--- config.mk ---
export PLATFORM = sky130hd
export DESIGN_NAME = peer_table_with_freshness_and_timeout
export DESIGN_NICKNAME = d
export VERILOG_FILES = /design/src/hw/rtl/ptft_pkg.sv /design/src/hw/rtl/ptft_ctrl.sv /design/src/hw/rtl/ptft_dp.sv /design/src/hw/rtl/peer_table_with_freshness_and_timeout.sv
export SDC_FILE = /design/constraint.sdc
export NUM_CORES = 2
export LEC_CHECK = 0
export ABC_AREA = 1
export BUFFER_PORTS_ARGS = -buffer_cell sky130_fd_sc_hd__buf_2
export CAP_MARGIN = 10
export CELL_PAD_IN_SITES_DETAIL_PLACEMENT = 2
export CELL_PAD_IN_SITES_GLOBAL_PLACEMENT = 2
export CORE_MARGIN = 5
export CORE_UTILIZATION = 25
export CTS_BUF_LIST = sky130_fd_sc_hd__clkbuf_8
export DETAILED_ROUTE_END_ITERATION = 8
export PLACE_DENSITY_LB_ADDON = 0.1
export SLEW_MARGIN = 10
export SYNTH_ARGS = -nofsm -noshare
export SYNTH_HDL_FRONTEND = slang
export SYNTH_SLANG_ARGS = --single-unit
--- constraint.sdc ---
create_clock -name i_clk -period 19.9 [get_ports i_clk]
set_input_delay 4.975 -clock i_clk [delete_from_list [all_inputs] [get_ports i_clk]]
set_output_delay 4.975 -clock i_clk [all_outputs]
set_load 0.03 [all_outputs]
--- src/hw/rtl/ptft_pkg.sv ---
// Package for the peer table: field widths, reset values, codes and shared types.
`timescale 1ns / 1ps
`default_nettype none

package ptft_pkg;

    // Default table depth
    localparam int MAX_PEERS_DEF = 16;

    // Field widths
    localparam int SESSION_W   = 32;
    localparam int IP_W        = 32;
    localparam int PORT_W      = 16;
    localparam int KEY_W       = IP_W + PORT_W;
    localparam int SEQ_W       = 16;
    localparam int AGE_W       = 16;
    localparam int TIMEOUT_W   = 16;
    localparam int STATUS_W    = 3;
    localparam int SLOT_W      = 4;
    localparam int COUNT_OUT_W = 5;
    localparam int EVICT_W     = 5;
    localparam int CFG_IDX_W   = 8;
    localparam int CFG_DATA_W  = 32;

    // Reset values and constants
    localparam logic [SESSION_W-1:0] SESSION_RST = 32'h9832_5423;
    localparam logic [TIMEOUT_W-1:0] TIMEOUT_RST = 16'd300;
    localparam logic [SEQ_W-1:0]     SEQ_HALF    = 16'd32768;
    localparam logic [AGE_W-1:0]     AGE_MAX     = 16'hFFFF;

    // Configuration register indexes
    typedef enum logic [CFG_IDX_W-1:0] {
        CFG_SESSION_ID = 8'd0,
        CFG_TIMEOUT    = 8'd1
    } t_cfg_idx;

    // Result status codes
    typedef enum logic [STATUS_W-1:0] {
        ST_BAD_SESSION = 3'd0,
        ST_STALE       = 3'd1,
        ST_ACC_KNOWN   = 3'd2,
        ST_ACC_NEW     = 3'd3,
        ST_TABLE_FULL  = 3'd4,
        ST_TICK_DONE   = 3'd5
    } t_status;

    // Controller states
    typedef enum logic [2:0] {
        S_IDLE,
        S_START,
        S_TICK,
        S_LOOK,
        S_PUSH
    } t_state;

    // Table read address source
    typedef enum logic [1:0] {
        RD_IDX,
        RD_IDX_NEXT,
        RD_LAST
    } t_rd_sel;

    // Table write source
    typedef enum logic [1:0] {
        WR_NONE,
        WR_AGED,
        WR_HIT,
        WR_APPEND
    } t_wr_sel;

    // One table entry
    typedef struct packed {
        logic [KEY_W-1:0] key;
        logic [SEQ_W-1:0] seq;
        logic [AGE_W-1:0] age;
    } t_entry;

    // Commands from controller to datapath
    typedef struct packed {
        logic    load;
        t_wr_sel wr_sel;
        t_rd_sel rd_sel;
        logic    idx_inc;
        logic    evict;
        logic    set_res;
        t_status res_status;
        logic    push;
    } t_cmd;

    // Status from datapath to controller
    typedef struct packed {
        logic func;
        logic sess_ok;
        logic idx_lt_count;
        logic key_hit;
        logic newer;
        logic expire;
        logic full;
        logic out_free;
    } t_sts;

endpackage

`default_nettype wire

--- src/hw/rtl/ptft_ctrl.sv ---
// Controller state machine for the peer table: sequences lookup, append and ageing walks.
`timescale 1ns / 1ps
`default_nettype none

module ptft_ctrl (
    input  wire logic          i_clk,
    input  wire logic          i_rst_n,
    input  wire logic          i_in_valid,
    output logic               o_in_stall,
    input  wire ptft_pkg::t_sts i_sts,
    output ptft_pkg::t_cmd     o_cmd
);
    import ptft_pkg::*;

    t_state r_state;
    t_state n_state;

    // State register
    always_ff @(posedge i_clk) begin
        if (!i_rst_n) begin
            r_state <= S_IDLE;
        end else begin
            r_state <= n_state;
        end
    end

    // Next state and commands
    always_comb begin
        n_state           = r_state;
        o_cmd             = '0;
        o_cmd.wr_sel      = WR_NONE;
        o_cmd.rd_sel      = RD_IDX;
        o_cmd.res_status  = ST_BAD_SESSION;
        o_in_stall        = (r_state != S_IDLE);
        case (r_state)
            S_IDLE: begin
                // capture the item on transfer
                if (i_in_valid) begin
                    o_cmd.load = 1'b1;
                    n_state    = S_START;
                end
            end
            S_START: begin
                // read slot 0 and pick the walk
                o_cmd.rd_sel = RD_IDX;
                if (i_sts.func) begin
                    n_state = S_TICK;
                end else if (!i_sts.sess_ok) begin
                    o_cmd.set_res    = 1'b1;
                    o_cmd.res_status = ST_BAD_SESSION;
                    n_state          = S_PUSH;
                end else begin
                    n_state = S_LOOK;
                end
            end
            S_TICK: begin
                if (!i_sts.idx_lt_count) begin
                    o_cmd.set_res    = 1'b1;
                    o_cmd.res_status = ST_TICK_DONE;
                    n_state          = S_PUSH;
                end else if (i_sts.expire) begin
                    // drop this entry, fetch the last one to fill its slot
                    o_cmd.evict  = 1'b1;
                    o_cmd.rd_sel = RD_LAST;
                end else begin
                    // store the aged entry and advance
                    o_cmd.wr_sel  = WR_AGED;
                    o_cmd.idx_inc = 1'b1;
                    o_cmd.rd_sel  = RD_IDX_NEXT;
                end
            end
            S_LOOK: begin
                if (!i_sts.idx_lt_count) begin
                    o_cmd.set_res = 1'b1;
                    if (i_sts.full) begin
                        o_cmd.res_status = ST_TABLE_FULL;
                    end else begin
                        o_cmd.wr_sel     = WR_APPEND;
                        o_cmd.res_status = ST_ACC_NEW;
                    end
                    n_state = S_PUSH;
                end else if (i_sts.key_hit) begin
                    o_cmd.set_res = 1'b1;
                    if (i_sts.newer) begin
                        o_cmd.wr_sel     = WR_HIT;
                        o_cmd.res_status = ST_ACC_KNOWN;
                    end else begin
                        o_cmd.res_status = ST_STALE;
                    end
                    n_state = S_PUSH;
                end else begin
                    o_cmd.idx_inc = 1'b1;
                    o_cmd.rd_sel  = RD_IDX_NEXT;
                end
            end
            S_PUSH: begin
                // hand the result to the output register once it is free
                if (i_sts.out_free) begin
                    o_cmd.push = 1'b1;
                    n_state    = S_IDLE;
                end
            end
            default: begin
                n_state = S_IDLE;
            end
        endcase
    end

endmodule

`default_nettype wire

--- src/hw/rtl/ptft_dp.sv ---
// Datapath for the peer table: entry memory, counters, configuration and output register.
`timescale 1ns / 1ps
`default_nettype none

module ptft_dp #(
    parameter int P_MAX_PEERS = ptft_pkg::MAX_PEERS_DEF
) (
    input  wire logic                             i_clk,
    input  wire logic                             i_rst_n,
    input  wire ptft_pkg::t_cmd                   i_cmd,
    output ptft_pkg::t_sts                        o_sts,
    input  wire logic                             i_cfg_wr,
    input  wire logic [ptft_pkg::CFG_IDX_W-1:0]   i_cfg_index,
    input  wire logic [ptft_pkg::CFG_DATA_W-1:0]  i_cfg_data,
    input  wire logic                             i_func,
    input  wire logic [ptft_pkg::SESSION_W-1:0]   i_pkt_session,
    input  wire logic [ptft_pkg::IP_W-1:0]        i_src_ip,
    input  wire logic [ptft_pkg::PORT_W-1:0]      i_src_port,
    input  wire logic [ptft_pkg::SEQ_W-1:0]       i_seq_id,
    input  wire logic                             i_out_stall,
    output logic                                  o_out_valid,
    output logic [ptft_pkg::STATUS_W-1:0]         o_status,
    output logic [ptft_pkg::SLOT_W-1:0]           o_slot,
    output logic [ptft_pkg::COUNT_OUT_W-1:0]      o_peer_count,
    output logic [ptft_pkg::EVICT_W-1:0]          o_evicted
);
    import ptft_pkg::*;

    localparam int IW = (P_MAX_PEERS > 1) ? $clog2(P_MAX_PEERS) : 1;
    localparam int CW = $clog2(P_MAX_PEERS + 1);

    // Captured item
    logic                 r_func;
    logic [SESSION_W-1:0] r_session;
    logic [KEY_W-1:0]     r_key;
    logic [SEQ_W-1:0]     r_seq;

    // Configuration
    logic [SESSION_W-1:0] r_session_id;
    logic [TIMEOUT_W-1:0] r_timeout;

    // Walk state
    logic [CW-1:0] r_count;
    logic [CW-1:0] r_idx;
    logic [CW-1:0] r_ev;

    // Table
    t_entry r_mem [P_MAX_PEERS];
    t_entry r_rdata;

    // Result and output register
    t_status             r_res_status;
    logic [IW-1:0]       r_res_slot;
    logic                r_out_valid;
    logic [STATUS_W-1:0] r_out_status;
    logic [SLOT_W-1:0]   r_out_slot;
    logic [COUNT_OUT_W-1:0] r_out_count;
    logic [EVICT_W-1:0]  r_out_evicted;

    logic [CW-1:0]    w_idx_next;
    logic [CW-1:0]    w_count_dec;
    logic [AGE_W-1:0] w_age_inc;
    logic [SEQ_W-1:0] w_seq_diff;
    logic [IW-1:0]    w_rd_addr;
    logic             w_we;
    logic [IW-1:0]    w_wa;
    t_entry           w_wd;

    assign w_idx_next  = r_idx + CW'(1);
    assign w_count_dec = r_count - CW'(1);

    // Saturating age step and wraparound freshness test
    assign w_age_inc  = (r_rdata.age == AGE_MAX) ? AGE_MAX : r_rdata.age + AGE_W'(1);
    assign w_seq_diff = r_seq - r_rdata.seq;

    // Status to the controller
    always_comb begin
        o_sts.func         = r_func;
        o_sts.sess_ok      = (r_session == r_session_id);
        o_sts.idx_lt_count = (r_idx < r_count);
        o_sts.key_hit      = (r_rdata.key == r_key);
        o_sts.newer        = (w_seq_diff != '0) && (w_seq_diff <= SEQ_HALF);
        o_sts.expire       = (w_age_inc >= r_timeout);
        o_sts.full         = (r_count >= CW'(P_MAX_PEERS));
        o_sts.out_free     = !r_out_valid || !i_out_stall;
    end

    // Read address select
    always_comb begin
        case (i_cmd.rd_sel)
            RD_IDX:      w_rd_addr = r_idx[IW-1:0];
            RD_IDX_NEXT: w_rd_addr = w_idx_next[IW-1:0];
            RD_LAST:     w_rd_addr = w_count_dec[IW-1:0];
            default:     w_rd_addr = r_idx[IW-1:0];
        endcase
    end

    // Write port select
    always_comb begin
        w_we = 1'b1;
        w_wa = r_idx[IW-1:0];
        w_wd = '{key: r_key, seq: r_seq, age: '0};
        case (i_cmd.wr_sel)
            WR_NONE: begin
                w_we = 1'b0;
            end
            WR_AGED: begin
                w_wd = '{key: r_rdata.key, seq: r_rdata.seq, age: w_age_inc};
            end
            WR_HIT: begin
                w_wa = r_idx[IW-1:0];
            end
            WR_APPEND: begin
                w_wa = r_count[IW-1:0];
            end
            default: begin
                w_we = 1'b0;
            end
        endcase
    end

    // Entry memory, registered read
    always_ff @(posedge i_clk) begin
        if (w_we) begin
            r_mem[w_wa] <= w_wd;
        end
        r_rdata <= r_mem[w_rd_addr];
    end

    // Capture the item on transfer
    always_ff @(posedge i_clk) begin
        if (i_cmd.load) begin
            r_func    <= i_func;
            r_session <= i_pkt_session;
            r_key     <= {i_src_ip, i_src_port};
            r_seq     <= i_seq_id;
        end
    end

    // Configuration registers
    always_ff @(posedge i_clk) begin
        if (!i_rst_n) begin
            r_session_id <= SESSION_RST;
            r_timeout    <= TIMEOUT_RST;
        end else if (i_cfg_wr) begin
            case (i_cfg_index)
                CFG_SESSION_ID: r_session_id <= i_cfg_data[SESSION_W-1:0];
                CFG_TIMEOUT:    r_timeout    <= i_cfg_data[TIMEOUT_W-1:0];
                default:        ;
            endcase
        end
    end

    // Peer count
    always_ff @(posedge i_clk) begin
        if (!i_rst_n) begin
            r_count <= '0;
        end else if (i_cmd.evict) begin
            r_count <= w_count_dec;
        end else if (i_cmd.wr_sel == WR_APPEND) begin
            r_count <= r_count + CW'(1);
        end
    end

    // Walk index and eviction tally
    always_ff @(posedge i_clk) begin
        if (i_cmd.load) begin
            r_idx <= '0;
            r_ev  <= '0;
        end else begin
            if (i_cmd.idx_inc) begin
                r_idx <= w_idx_next;
            end
            if (i_cmd.evict) begin
                r_ev <= r_ev + CW'(1);
            end
        end
    end

    // Hold the result until the output register is free
    always_ff @(posedge i_clk) begin
        if (i_cmd.set_res) begin
            r_res_status <= i_cmd.res_status;
            case (i_cmd.res_status)
                ST_STALE, ST_ACC_KNOWN: r_res_slot <= r_idx[IW-1:0];
                ST_ACC_NEW:             r_res_slot <= r_count[IW-1:0];
                default:                r_res_slot <= '0;
            endcase
        end
    end

    // Output register
    always_ff @(posedge i_clk) begin
        if (!i_rst_n) begin
            r_out_valid <= 1'b0;
        end else if (i_cmd.push) begin
            r_out_valid <= 1'b1;
        end else if (!i_out_stall) begin
            r_out_valid <= 1'b0;
        end
    end

    always_ff @(posedge i_clk) begin
        if (i_cmd.push) begin
            r_out_status  <= r_res_status;
            r_out_slot    <= SLOT_W'(r_res_slot);
            r_out_count   <= COUNT_OUT_W'(r_count);
            r_out_evicted <= EVICT_W'(r_ev);
        end
    end

    assign o_out_valid  = r_out_valid;
    assign o_status     = r_out_status;
    assign o_slot       = r_out_slot;
    assign o_peer_count = r_out_count;
    assign o_evicted    = r_out_evicted;

endmodule

`default_nettype wire

--- src/hw/rtl/peer_table_with_freshness_and_timeout.sv ---
// Peer table with freshness check and idle timeout: top level.
//
// Input channel (i_in_valid / o_in_stall) carries one item per transfer:
// a packet (i_func = 0) or an ageing tick (i_func = 1). Every item gives
// exactly one result on the output channel (o_out_valid / i_out_stall).
// Configuration writes (i_cfg_valid / o_cfg_ready) set the session id
// (index 0) and the timeout in ticks (index 1); other indexes are ignored.
// Write configuration only while no item is in flight.
// A packet compares table slots in turn until a hit or the end of the table;
// a tick visits every entry, ageing the survivors and removing expired ones.
// Both walks read the single entry memory once per cycle, so one item is
// worked on at a time; a bad session item skips the walk.
// Reset (synchronous, active low) empties the table and loads the default
// session id and timeout; there is no clearing pass over the memory.
// A stalled result stays in the output register; the next item is still
// accepted, and its result waits internally until the register frees.
`timescale 1ns / 1ps
`default_nettype none

module peer_table_with_freshness_and_timeout #(
    parameter int P_MAX_PEERS = ptft_pkg::MAX_PEERS_DEF
) (
    input  wire logic                             i_clk,
    input  wire logic                             i_rst_n,
    // item channel
    input  wire logic                             i_in_valid,
    output logic                                  o_in_stall,
    input  wire logic                             i_func,
    input  wire logic [ptft_pkg::SESSION_W-1:0]   i_pkt_session,
    input  wire logic [ptft_pkg::IP_W-1:0]        i_src_ip,
    input  wire logic [ptft_pkg::PORT_W-1:0]      i_src_port,
    input  wire logic [ptft_pkg::SEQ_W-1:0]       i_seq_id,
    // result channel
    output logic                                  o_out_valid,
    input  wire logic                             i_out_stall,
    output logic [ptft_pkg::STATUS_W-1:0]         o_status,
    output logic [ptft_pkg::SLOT_W-1:0]           o_slot,
    output logic [ptft_pkg::COUNT_OUT_W-1:0]      o_peer_count,
    output logic [ptft_pkg::EVICT_W-1:0]          o_evicted,
    // configuration channel
    input  wire logic                             i_cfg_valid,
    output logic                                  o_cfg_ready,
    input  wire logic [ptft_pkg::CFG_IDX_W-1:0]   i_cfg_index,
    input  wire logic [ptft_pkg::CFG_DATA_W-1:0]  i_cfg_data
);
    import ptft_pkg::*;

    t_cmd w_cmd;
    t_sts w_sts;

    // Configuration is always taken
    assign o_cfg_ready = 1'b1;

    ptft_ctrl u_ctrl (
        .i_clk      (i_clk),
        .i_rst_n    (i_rst_n),
        .i_in_valid (i_in_valid),
        .o_in_stall (o_in_stall),
        .i_sts      (w_sts),
        .o_cmd      (w_cmd)
    );

    ptft_dp #(
        .P_MAX_PEERS (P_MAX_PEERS)
    ) u_dp (
        .i_clk         (i_clk),
        .i_rst_n       (i_rst_n),
        .i_cmd         (w_cmd),
        .o_sts         (w_sts),
        .i_cfg_wr      (i_cfg_valid && o_cfg_ready),
        .i_cfg_index   (i_cfg_index),
        .i_cfg_data    (i_cfg_data),
        .i_func        (i_func),
        .i_pkt_session (i_pkt_session),
        .i_src_ip      (i_src_ip),
        .i_src_port    (i_src_port),
        .i_seq_id      (i_seq_id),
        .i_out_stall   (i_out_stall),
        .o_out_valid   (o_out_valid),
        .o_status      (o_status),
        .o_slot        (o_slot),
        .o_peer_count  (o_peer_count),
        .o_evicted     (o_evicted)
    );

endmodule

`default_nettype wire

==> results.py <==
metrics = {
    "outcome": {
        "status": "completed",
    },
    "grt": {
        "grt_first_pass_wirelength_mm": 301.1,
        "grt_overflow": 0,
        "grt_max_degree": 185,
        "first_global_vias": 43820,
        "grt_use_total_pct": 15.35,
        "antenna_found_initial": 8,
    },
    "place": {
        "io_buffers": 160,
        "dpl.hpwl_mm": 104.8,
        "gp_congestion": 0.6962,
    },
    "clock_network": {
        "post_cts_resized": 0,
        "clock_sinks": 1548,
        "numCtsBuffers": 311,
        "cts_tree": "yes",
        "cts_root_buffer": "clkbuf_8",
        "cts_buffer_depth": 4,
        "h-tree-depth": 5,
        "clkTransAtPathRegs_ps": 60,
        "postCtsHoldBufs": 0,
        "cts_setup_buffers": 0,
        "worst_skew_pair.late_latency_ps": 1020,
    },
    "run": {
        "cap_violations": 0,
    },
    "layout": {
        "nNetsFinal": 5550,
        "fill_cells": 26960,
        "drive_above_1_share_pct": 12.04,
        "area.growth.synth_to_final_pct": 15.93,
    },
    "synth": {
        "synth-edff-count": 1401,
        "syn_nets": 5275,
        "netlist_top_cells_area": "edfxtp_1 66%, o21ai_0 4.9%, dfxtp_1 4.6%",
        "yosys_warnings": 0,
        "avgSynthCellArea_sq_um": 12.44,
        "synth_seq_cells": 1548,
        "synth.top_cells.by_count": "1401 x edfxtp_1, 705 x nand2_1, 655 x inv_1, 619 x o21ai_0, 271 x a21oi_1",
        "seq_area_frac_synth_pct": 71.08,
        "syn_inst": 5091,
        "netlist_area_sq_um": 63330,
        "synthArstFlopShare_pct": 0,
        "synth.distinct_cells": 53,
        "synthFlopType": "edfxtp_1",
        "yosys.area.top_type_share_pct": 66.43,
        "yosysMostFrequentCell": "edfxtp_1",
        "yosysTopAreaCell": "edfxtp_1",
    },
    "worst_setup_path": {
        "critPathRequiredTime_ps": 20770,
        "slowest_stage": "buf_4",
        "critPathKind": "reg -> reg",
        "cpLargestDelayFamily": "buffers and inverters",
        "endpoint_kind": "flip-flop",
        "r2r-start": "u_dp.r_rdata[3]",
        "cp_max_fo": 184,
        "crit_path_start": "u_dp.r_rdata[3]",
        "start_kind": "flip-flop",
        "cp_data_arrival_time_ps": 9280,
        "max_stage_delay_ps": 850,
        "worst-path-buf-inv": 10,
    },
    "die": {
        "dieArea_sq_um": 263500,
        "core_sq_um": 251900,
        "die_h_um": 513.3,
        "die_w_um": 513.3,
        "ios": 162,
        "start_util_pct": 25.15,
        "num_rows": 184,
    },
    "drt": {
        "first_iter_violations": 2256,
        "routedWlPerCell_um": 23.04,
        "ant_nets": 0,
        "firstDrtPassIters": 7,
        "wirelength_mm": 206.3,
        "vias": 40650,
        "drcViolationCount": 0,
        "viasPerCell": 4.540,
    },
    "min_path": {
        "hp-class": "reg -> reg",
        "hp-start": "u_dp.r_res_slot[0]",
    },
    "sta": {
        "finalMaxSlewViolations": 0,
        "rsz0062_at_grt": "false",
        "setup_viol": 0,
        "relSlewSlack_pct": 15.37,
        "fin_crit_sh_pct": 42.26,
        "fin_hold_ws_ps": 428.1,
        "fmax_ghz": 0.1189,
        "tightestPinTransition_ps": 1265,
        "skew_ps": 90.40,
        "fin_setup_tns_ps": 0,
        "hold_violations": 0,
        "final.min_clock_period_ps": 8410,
    },
    "power_and_ir_drop": {
        "ir_drop_mv": 0.1647,
        "comb_power_share_pct": 37.3,
        "power_frac_seq_pct": 36.5,
        "leakagePower_nw": 26.04,
        "swShare_pct": 40.54,
        "powerDensity_nw_per_um2": 154.8,
        "power_frac_clock_pct": 26.2,
        "p_sw_mw": 4.608,
        "p_int_mw": 6.759,
    },
}
==> placed cells by master, fill, tap and decap left out, drive strengths merged, types with 18 or more instances in the layout <==
cell type | Yosys | routed
dfxtp | 147 | 147
ha | 42 | 42
nor2 | 127 | 127
o21ai | 706 | 706
edfxtp | 1401 | 1401
inv | 667 | 797
mux2i | 160 | 160
buf | 150 | 243
o221ai | 118 | 118
nand4 | 18 | 18
nor3 | 20 | 20
clkinv | 2 | 66
nand3 | 99 | 99
xnor2 | 45 | 45
o211ai | 147 | 147
nand2 | 710 | 710
o311ai | 28 | 28
a21oi | 272 | 272
clkbuf | 131 | 338
xor2 | 33 | 33
o22ai | 18 | 18
==> state kept, by name (all words and copies together), names as in the netlist, 4 cells and up <==
| signal | count |
|---|---|
| u_dp.r_ev | 5 |
| u_dp.r_session | 32 |
| u_dp.r_rdata | 80 |
| u_dp.r_mem | 1280 |
| u_dp.o_peer_count | 5 |
| u_dp.o_slot | 4 |
| u_dp.r_res_slot | 4 |
| u_dp.r_session_id | 32 |
| u_dp.r_count | 5 |
| u_dp.o_evicted | 5 |
| u_dp.r_key | 48 |
| u_dp.r_timeout | 16 |
| u_dp.r_idx | 5 |
| u_dp.r_seq | 16 |
==> worst reg2reg max path, delay by kind of cell (launching register included) <==
kind | cells | cell delay, ps
buf+inv | 10 | 3980
flops | 1 | 370
fa+ha+maj | 2 | 770
mux | 1 | 320
simple gates | 14 | 2200
compound gates | 3 | 620
==> per-stage QoR <==
stage	total power, mW	area, sq um	utilization, %	instances	setup WS, ps
after floorplan	7.061	63330	-	5091	12360
after global placement	8.563	67880	26.95	8401	11410
after detailed placement	8.611	67880	26.95	8401	11310
after CTS	11.69	73380	29.13	8939	11340
after global routing	12.22	73410	29.15	8949	10650
final	11.37	73420	29.15	8953	11490
==> logic make-up after synthesis <==
kind of cell | Yosys count | share of synthesized area (%)
DFF | 1548 | 71.08
AOI/OAI and AO/OA | 1304 | 11.89
and+or+nand+nor | 1008 | 6.538
buffers and inverters | 950 | 6.055
muxes | 160 | 2.529
xor gates and xnor gates | 78 | 1.079
adders and majority gates | 42 | 0.8298
other | 1 | 0.005921
==> layer usage <==
metal / GRT usage (%) / vias up / share of wire [%]
met5: 0 / - / 0
met1: 21.30 / 20850 / 48
met2: 25.02 / 662 / 46
met3: 2.245 / 371 / 3.0
li1: - / 18760 / -
met4: 4.351 / 0 / 2.5
==> area by class of cell <==
cell class	instances	area, sq um	area share [%]
Antenna cell	14	35.03	0.04772
Clock buffer	338	4652	6.336
Clock inverter	200	848.3	1.155
Inverter	669	2594	3.533
Multi-Input combinational cell	2593	14560	19.84
Sequential cell	1548	45010	61.31
Tap cell	3348	4189	5.706
Timing Repair Buffer	243	1524	2.076
==> power by group through the flow <==
stage | Clock, mW | Combinational [mW] | Sequential [mW]
after floorplan | 0 | 2.88 | 4.18
after global routing | 3.26 | 4.78 | 4.18
after CTS | 3.12 | 4.40 | 4.16
after global placement | 0 | 4.34 | 4.22
after detailed placement | 0 | 4.39 | 4.23
final | 2.98 | 4.24 | 4.15
==> final timing paths <==
check        slack, ps  cells past startpoint          endpoint
max              11490                     30  u_dp.r_rdata[34]
min                430                      0    u_dp.o_slot[0]
min reg2reg        430                      0    u_dp.o_slot[0]
max reg2reg      11490                     30  u_dp.r_rdata[34]
No activity file was read; power rests on OpenSTA's default activity.
